<file path="src/rtl/core/box_downscale_2x_rotate_macros.svh">
// ----------------------------------------------------------------------------
// Assertion macros for the 2x2 box downscaler
// Each macro expands to a labeled concurrent assertion on a rising clock edge,
// disabled while the active-low reset is asserted. Defining NO_ASSERTIONS
// turns every use into nothing.
// ----------------------------------------------------------------------------
`ifndef BOX_DOWNSCALE_2X_ROTATE_MACROS_SVH
`define BOX_DOWNSCALE_2X_ROTATE_MACROS_SVH

`ifndef NO_ASSERTIONS

// The property must hold at every clock edge outside reset.
`define BDSR_ASSERT(lbl, clk, rstn, prop, msg) \
	lbl: assert property (@(posedge clk) disable iff (!rstn) (prop)) \
		else $error(msg);

// The condition must never be true at a clock edge outside reset.
`define BDSR_FORBID(lbl, clk, rstn, cond, msg) \
	lbl: assert property (@(posedge clk) disable iff (!rstn) !(cond)) \
		else $error(msg);

`else

`define BDSR_ASSERT(lbl, clk, rstn, prop, msg)
`define BDSR_FORBID(lbl, clk, rstn, cond, msg)

`endif

`endif

</file>
<file path="src/rtl/core/bdsr_pkg.sv">
// ----------------------------------------------------------------------------
// bdsr_pkg
// Shared widths, reset values, register indexes and types of the 2x2 box
// downscaler.
// ----------------------------------------------------------------------------
`timescale 1ns / 1ps

package bdsr_pkg;

	// Fixed field widths.
	localparam int PIX_W     = 32;
	localparam int IDX_W     = 18;
	localparam int CFG_W     = 11;
	localparam int CFG_IDX_W = 2;

	// Default size limits of the source frame.
	localparam int DEF_MAX_WIDTH  = 1024;
	localparam int DEF_MAX_HEIGHT = 1024;

	// Register reset values.
	localparam int RST_SCREEN_WIDTH  = 320;
	localparam int RST_SCREEN_HEIGHT = 256;

	// Per-channel quarter mask after the shift by two.
	localparam logic [PIX_W-1:0] QUARTER_MASK = 32'h3F3F_3F3F;

	// Configuration register indexes.
	localparam logic [CFG_IDX_W-1:0] REG_SCREEN_WIDTH  = 2'd0;
	localparam logic [CFG_IDX_W-1:0] REG_SCREEN_HEIGHT = 2'd1;
	localparam logic [CFG_IDX_W-1:0] REG_PORTRAIT_MODE = 2'd2;

	// Control bits of one item on its way from the scan stage to the
	// accumulate stage.
	typedef struct packed {
		logic first;      // top-left pixel of a block: start a new sum
		logic emit;       // pixel closes its block: give a result
		logic frame_end;  // last pixel of the frame
	} item_ctl_t;

	// Address bits of the line store for a given maximum width.
	function automatic int slot_bits(input int max_width);
		int depth;
		depth = (max_width + 1) >> 1;
		return (depth > 1) ? $clog2(depth) : 1;
	endfunction

endpackage

</file>
<file path="src/rtl/core/bdsr_scan.sv">
// ----------------------------------------------------------------------------
// bdsr_scan
// Configuration registers, raster counters and the first stage of the item:
// clamps the position to the frame, quarters the pixel, finds its slot in
// the line store and prepares the operands of the destination index.
// ----------------------------------------------------------------------------
`timescale 1ns / 1ps
`include "box_downscale_2x_rotate_macros.svh"

module bdsr_scan #(
	parameter int MAX_WIDTH  = bdsr_pkg::DEF_MAX_WIDTH,
	parameter int MAX_HEIGHT = bdsr_pkg::DEF_MAX_HEIGHT
) (
	input  logic                                        clk,
	input  logic                                        arst_n,
	input  logic                                        cfg_write,
	input  logic [bdsr_pkg::CFG_IDX_W-1:0]              cfg_index,
	input  logic [bdsr_pkg::CFG_W-1:0]                  cfg_data,
	input  logic                                        accept,
	input  logic [bdsr_pkg::PIX_W-1:0]                  pixel_value,
	output logic [bdsr_pkg::slot_bits(MAX_WIDTH)-1:0]   slot,
	output logic [bdsr_pkg::PIX_W-1:0]                  quarter,
	output bdsr_pkg::item_ctl_t                         ctl,
	output logic [bdsr_pkg::IDX_W-1:0]                  mul_a,
	output logic [bdsr_pkg::IDX_W-1:0]                  mul_b,
	output logic [bdsr_pkg::IDX_W-1:0]                  add_c
);

	localparam int AW  = bdsr_pkg::slot_bits(MAX_WIDTH);
	localparam int XW  = $clog2(MAX_WIDTH);
	localparam int YW  = $clog2(MAX_HEIGHT);
	localparam int WW  = $clog2(MAX_WIDTH + 1);
	localparam int HW  = $clog2(MAX_HEIGHT + 1);
	localparam int DHW = HW + 1;
	localparam int RST_W = (bdsr_pkg::RST_SCREEN_WIDTH > MAX_WIDTH) ?
		MAX_WIDTH : bdsr_pkg::RST_SCREEN_WIDTH;
	localparam int RST_H = (bdsr_pkg::RST_SCREEN_HEIGHT > MAX_HEIGHT) ?
		MAX_HEIGHT : bdsr_pkg::RST_SCREEN_HEIGHT;

	logic [WW-1:0] width_q;
	logic [HW-1:0] height_q;
	logic          portrait_q;
	logic [XW-1:0] col_q;
	logic [YW-1:0] row_q;

	logic [WW-1:0] width_sat;
	logic [HW-1:0] height_sat;
	logic [XW-1:0] x_pos;
	logic [YW-1:0] y_pos;
	logic          last_col;
	logic          last_row;
	logic          col_close;
	logic          row_close;
	logic [WW:0]   dw;
	logic [HW:0]   dh;
	logic [HW:0]   rot_c;
	logic [AW-1:0] dx;
	logic [YW-1:0] dy;

	// Sizes are stored already clamped to the range one to the maximum.
	always_comb begin
		if (cfg_data == '0) begin
			width_sat  = WW'(1);
			height_sat = HW'(1);
		end else begin
			width_sat  = (32'(cfg_data) > MAX_WIDTH) ? WW'(MAX_WIDTH) : WW'(cfg_data);
			height_sat = (32'(cfg_data) > MAX_HEIGHT) ? HW'(MAX_HEIGHT) : HW'(cfg_data);
		end
	end

	// Configuration registers.
	always_ff @(posedge clk or negedge arst_n) begin
		if (!arst_n) begin
			width_q    <= WW'(RST_W);
			height_q   <= HW'(RST_H);
			portrait_q <= 1'b0;
		end else if (cfg_write) begin
			case (cfg_index)
				bdsr_pkg::REG_SCREEN_WIDTH:  width_q    <= width_sat;
				bdsr_pkg::REG_SCREEN_HEIGHT: height_q   <= height_sat;
				bdsr_pkg::REG_PORTRAIT_MODE: portrait_q <= cfg_data[0];
				default: ;
			endcase
		end
	end

	// A count left beyond a frame that has shrunk acts as the last column
	// or row.
	assign x_pos = (WW'(col_q) >= width_q) ? XW'(width_q - WW'(1)) : col_q;
	assign y_pos = (HW'(row_q) >= height_q) ? YW'(height_q - HW'(1)) : row_q;

	assign last_col  = (WW'(x_pos) == width_q - WW'(1));
	assign last_row  = (HW'(y_pos) == height_q - HW'(1));
	assign col_close = x_pos[0] | last_col;
	assign row_close = y_pos[0] | last_row;

	// Raster counters.
	always_ff @(posedge clk or negedge arst_n) begin
		if (!arst_n) begin
			col_q <= '0;
			row_q <= '0;
		end else if (accept) begin
			if (last_col) begin
				col_q <= '0;
				row_q <= last_row ? '0 : YW'(y_pos + YW'(1));
			end else begin
				col_q <= XW'(x_pos + XW'(1));
				row_q <= y_pos;
			end
		end
	end

	// Block coordinates and destination size.
	assign dx    = AW'(x_pos >> 1);
	assign dy    = y_pos >> 1;
	assign dw    = ({1'b0, width_q} + 1'b1) >> 1;
	assign dh    = ({1'b0, height_q} + 1'b1) >> 1;
	assign rot_c = dh - DHW'(1) - DHW'(dy);

	// Index operands: dy*DW+dx, or dx*DH+(DH-1-dy) when rotated.
	always_comb begin
		if (portrait_q) begin
			mul_a = bdsr_pkg::IDX_W'(dx);
			mul_b = bdsr_pkg::IDX_W'(dh);
			add_c = bdsr_pkg::IDX_W'(rot_c);
		end else begin
			mul_a = bdsr_pkg::IDX_W'(dy);
			mul_b = bdsr_pkg::IDX_W'(dw);
			add_c = bdsr_pkg::IDX_W'(dx);
		end
	end

	assign slot          = dx;
	assign quarter       = (pixel_value >> 2) & bdsr_pkg::QUARTER_MASK;
	assign ctl.first     = ~x_pos[0] & ~y_pos[0];
	assign ctl.emit      = col_close & row_close;
	assign ctl.frame_end = last_col & last_row;

	`BDSR_ASSERT(a_frame_wraps, clk, arst_n, accept && ctl.frame_end |=> col_q == '0 && row_q == '0, "counters did not wrap at frame end")
	`BDSR_ASSERT(a_count_in_frame, clk, arst_n, accept && !cfg_write |=> WW'(col_q) < width_q && HW'(row_q) < height_q, "counter left the frame")

endmodule

</file>
<file path="config.mk">
export PLATFORM = sky130hd
export DESIGN_NAME = bdsr_scan
export DESIGN_NICKNAME = d
export VERILOG_FILES = /design/src/rtl/core/bdsr_pkg.sv /design/src/rtl/core/bdsr_scan.sv
export VERILOG_INCLUDE_DIRS = /design/src /design/src/rtl/core
export SDC_FILE = /design/constraint.sdc
export NUM_CORES = 1
export LEC_CHECK = 0
export ABC_AREA = 0
export BUFFER_PORTS_ARGS = -buffer_cell sky130_fd_sc_hd__buf_4
export CAP_MARGIN = 0
export CORE_ASPECT_RATIO = 1.4
export CORE_MARGIN = 3
export CORE_UTILIZATION = 30
export CTS_BUF_LIST = sky130_fd_sc_hd__clkbuf_16
export DETAILED_ROUTE_END_ITERATION = 8
export PLACE_DENSITY = 0.48
export SLEW_MARGIN = 40
export SYNTH_ARGS = -nofsm -noshare
export SYNTH_HDL_FRONTEND = slang
export SYNTH_SLANG_ARGS = --single-unit
</file>
<file path="constraint.sdc">
create_clock -name clk -period 5.8 [get_ports clk]
set_input_delay 0.87 -clock clk [delete_from_list [all_inputs] [get_ports clk]]
set_output_delay 0.87 -clock clk [all_outputs]
set_load 0.005 [all_outputs]
</file>
* After elaboration in Yosys (flattened, before gate mapping)
Cells that the tools add are included.
Storage, ports and cells: output and inout bits 98, memories 0, memory bits (writable) 0, bits in read-only memories 0, register bits 43, latch bits 0, word-level logic and storage cells 42, input port bits 49
Operators by class: add/subtract/negate cells 8, multiplexer cells 10, equal/unequal tests 4, divide/modulo/power cells 0, bitwise operators 7, $lt $le $gt $ge 3, shifts and indexed selects 0, $mul 0, reductions and logical operators 5
Operators with widths (number):
- 10-bit two-way mux | 5
- 11-bit two-way mux | 3
- 11-bit by 1-bit adder with 12-bit output, second input constant | 2
- 10-bit by 11-bit == test with 1-bit output | 2
- 10-bit by 11-bit greater-or-equal comparator with 1-bit output | 2
- 11-bit by 1-bit subtractor with 11-bit output, second input constant | 2
- 10-bit by 1-bit adder with 10-bit output, second input constant | 2
- 12-bit two-way mux | 1
- 11-bit by 1-bit subtractor with 12-bit output, second input constant | 1
- 12-bit by 9-bit subtractor with 12-bit output | 1
- 11-bit > comparator, second input constant | 1
- 11-bit logical NOT | 1
- 9-bit two-way mux | 1
- 2-bit AND reduction | 3
- 1-bit AND | 3
- 2-bit by 1-bit == test with 1-bit output, second input constant | 1
- 2-bit == test, second input constant | 1
- 2-bit logical NOT | 1
- 1-bit inverter | 2
- 1-bit bitwise OR | 2

* Longest topological paths before layout
word-level depth 5, gate-level depth with buffers 19

* Worst setup path before layout
No wires, ideal clock.
kind register to output, start reg height_q[8], end out add_c[7] (netlist name), required time 4.930 ns, arrival time 4.148 ns, buffers on the path 2, setup slack 0.782 ns, cell stages (with the launch flop) 19, cell sequence dfstp_2 -> clkbuf_1 -> inv_1 -> ha_1 -> a21oi_1 -> o22ai_1 -> a31oi_4 -> nand2_4 -> clkbuf_1 -> o21ai_1 -> ha_1 -> nor2_1 -> a2111o_1 -> o311a_1 -> a41oi_2 -> o2111a_1 -> or2_2 -> or4b_1 -> o211ai_1
Between the ends: cells in the longest elaborated chain, start to end 4
Ends and longest elaborated chain:
- from (decl) | RTL line bdsr_scan.sv:41 | logic [HW-1:0] height_q;
- from (signal assigned) | RTL line bdsr_scan.sv:75 | height_q <= HW'(RST_H);
- from (signal assigned) | RTL line bdsr_scan.sv:80 | bdsr_pkg::REG_SCREEN_HEIGHT: height_q <= height_sat;
- 11-bit by 1-bit adder with 12-bit output (tied with other cells) | RTL line bdsr_scan.sv:117 | assign dh = ({1'b0, height_q} + 1'b1) >> 1;
- 11-bit by 1-bit subtractor with 12-bit output / 10-bit two-way mux (equally long branches) | RTL line bdsr_scan.sv:118, bdsr_scan.sv:90
- 12-bit by 9-bit subtractor with 12-bit output (*) | RTL line bdsr_scan.sv:118 | assign rot_c = dh - DHW'(1) - DHW'(dy);
- 12-bit two-way mux (*) | RTL line bdsr_scan.sv:122 | if (portrait_q) begin
- to (decl) | RTL line bdsr_scan.sv:26 | output logic [bdsr_pkg::IDX_W-1:0] add_c
Every way passes the cells marked *; elsewhere a longest branch is shown, timed or not.

* Worst setup path after layout
Ends and elaborated chain as after synthesis.

==> metrics.md <==
| Metric | Value |
|---|---|
| Die Area | `19800 µm²` |
| Sequential element share of the synthesized area | `0.199` |
| Post-synth ARST share | `1.00` |
| Worst reg2reg path startpoint | `width_q[6]$_DFFE_PN1P_` |
| Hold Fails Final Rpt | `0` |
| Most frequent cells in the layout | `nand2_1 (72), buf_4 (72), xnor2_1 (64), o21ai_0 (53), inv_1 (49)` |
| Clock Sinks | `43` |
| Pleak | `roughly 2.6 nW` |
| ANT cells | `0` |
| Max Slew Vio Count | `0` |
| Die width | `120 µm` |
| Setup bufs post-CTS | `0` |
| Crit path max fanout | `16` |
| Fmax | `185 MHz` |
| Post-synthesis cell type count | `82` |
| CTS tree | `built` |
| Syn avg cell area | `approximately 7.8 µm²` |
| Setup Skew | `0.00534 ns` |
| Final WL | `17000 µm` |
| Final setup violation count | `0` |
| Crit. End Element | `output port` |
| Synth-to-layout area growth | `10.5%` |
| Net Sw Power | `0.00158 W` |
| Sequential group share of total power | `0.161` |
| CTS Hold Bufs | `0` |
| RSZ-0062 raised after global routing | `no` |
| Non-Filler Cell Area, Final | `between 6000 and 7000 µm²` |
| Gpl congestion | `0.877` |
| Critical Path AT | `4.53 ns` |
| Period utilisation layout | `0.931` |
| HPWL after detailed placement | `between 10000 and 15000 µm` |
| Post-synth EDFFs | `0` |
| Placed inst area | `around 6000 µm²` |
| Drt first pass iters | `5` |
| Number of global-route vias before repair | `4947` |
| Crit Path Class | `register to output port` |
| Clock Power Share | `0.105` |
| Worst-Margin Slew | `0.865 ns` |
| Status | `complete, no violations` |
| Max VDD drop | `0.225 mV` |
| Crit path from | `height_q[8]$_DFFE_PN1P_` |
| Clk Latency, worst-skew pair | `approximately 0.3 ns` |
| Synth Register Bits | `43` |
| Power Total | `0.00322 W` |
| Root Buffer | `clkbuf_16` |
| H-tree levels | `2` |
| Initial antenna violation count | `0` |
| Req. time, crit path | `roughly 5 ns` |
| Max_cap viols | `0` |
| GR Util All Layers | `0.172` |
| Post-DRT Antenna Nets | `0` |
| Hold_sp | `width_q[8]$_DFFE_PN1P_` |
| Largest net degree at the start of global routing | `44` |
| Slew HR | `0.419` |
| Site Rows | `57` |
| Synthesized area | `around 5400 µm²` |
| Fillers | `1901` |
| Height of the chip | `between 150 and 200 µm` |
| Final TNS setup | `0 ns` |
| Top cells by area, synth | `dfrtp_1 (18%), xnor2_1 (10%), buf_4 (7.7%), ha_1 (7.4%), nand2_1 (5.0%)` |
| # DRC | `0` |
| Clock Path Buffers | `2` |
| GRT Residual Overflow | `0` |
| Post-Synthesis Cells | `696` |
| Internal Power | `roughly 0.0016 W` |
| Fraction of layout cells with a size suffix above 1 | `0.174` |
| Hold_ws | `0.543 ns` |
| Combinational Power Share | `0.734` |
| Cts bufs inserted | `5` |
| Initial core utilization | `0.309` |
| Reg clk slew, reported paths | `0.07 ns` |
| Port-buffer cells | `60` |
| Synth warn | `0` |
| DRT iter0 DRCs | `176` |
| Vias | `4867` |
| Startpoint Class | `register` |
| Drt via density | `5.10` |
| Dominant cell type by area after synthesis | `dfrtp_1` |
| Main flop type after synthesis | `dfrtp_1` |
| Share of the synthesized area in the top cell type | `0.184` |
| Min cycle time layout | `between 5 and 6 ns` |
| Switching fraction of total power | `0.491` |
| First-pass GRT wire length | `26700 µm` |
| Core box area | `17500 µm²` |
| Fin nets | `799` |
| Post_cts resized | `0` |
| Pwr/cell area | `approximately 540 nW/µm²` |
| Worst Hold Class | `register to register` |
| Drt wl/cell | `17.8 µm` |
| # IOs | `~150` |
[final timing paths]
| kind | end | slack, ns | depth (start not counted) |
|---|---|---|---|
| min | width_q[8]$_DFFE_PN1P_ | 0.54 | 2 |
| max | add_c[7] | 0.40 | 17 |
| max reg2reg | col_q[8]$_DFFE_PN0P_ | 1.78 | 14 |
| min in group asynchronous | width_q[9]$_DFFE_PN0P_ | 0.58 | 1 |
| min reg2reg | width_q[8]$_DFFE_PN1P_ | 0.54 | 2 |
| max in group asynchronous | row_q[4]$_DFFE_PN0P_ | 4.80 | 1 |
[per-layer routing]
metal,track usage,part of all wire,vias to the layer above
met1,0.183,0.38,2304
met4,0.0902,0.045,0
met3,0.0133,0.034,43
met2,0.336,0.54,139
met5,0,0,-
li1,-,-,2381
[cells by family after synthesis]
kind of cell    after synthesis  synth area share
other cells                   1          0.000691
simple gates                229             0.226
buf+inv                     137             0.135
compound gates              157             0.188
xor+xnor                     79             0.140
mux                          18            0.0376
flops                        43             0.199
fa+ha+maj                    32            0.0737
[cells in the mapped netlist, types with 8 or more instances]
library cell	number
a21oi_1	26
buf_4	56
clkbuf_1	22
dfrtp_1	40
ha_1	32
inv_1	49
mux2_2	9
mux2i_1	8
nand2_1	72
nand2b_1	13
nand3_1	24
nor2_1	36
nor3_1	18
nor4_1	8
o21ai_0	54
o21ai_1	9
o22ai_1	13
xnor2_1	64
xor2_1	10
[layout make-up]
type,count,area (µm²),share of cell area
clock buffers,5,125,0.0209
inverters,51,191,0.0319
multi-input cells,545,3730,0.621
flip-flops and latches,43,1080,0.180
repair buffers,72,541,0.0901
well taps,236,295,0.0492
clock inverters,3,42.5,0.00709
[registers in the layout, indices dropped and copies added, names as in the netlist]
name / cells
row_q: 10
height_q: 11
portrait_q: 1
col_q: 10
width_q: 11
[critical path, cell delays in order (launching register included)]
cell and delay (ns):
dfstp_2 0.62, inv_1 0.11, ha_1 0.32, a21oi_1 0.14
o22ai_1 0.17, a31oi_4 0.28, nand2_4 0.19, o21ai_1 0.22
ha_1 0.21, nor2_1 0.05, a2111o_1 0.38, o311a_1 0.15
a41oi_2 0.21, o2111a_1 0.25, or2_2 0.16, or4b_1 0.46
o211ai_1 0.14, buf_4 0.16
[power groups by stage]
stage	Combinational, W	Sequential [W]	Clock [W]
floorplan	0.00162	0.000468	0
global route	0.00263	0.000534	0.000354
CTS	0.00238	0.000519	0.000344
global placement	0.00234	0.000523	0
detailed placement	0.00236	0.000525	0
finish	0.00236	0.000518	0.000339
[per-stage QoR]
stage                      util  std cells  worst slack (ns)
after global routing      0.342        955            0.0712
final                     0.342        955             0.401
after floorplan               -        725             0.782
after CTS                 0.342        955             0.395
after global placement    0.332        947             0.764
after detailed placement  0.332        947             0.751
Power figures use the tool's default switching activity.
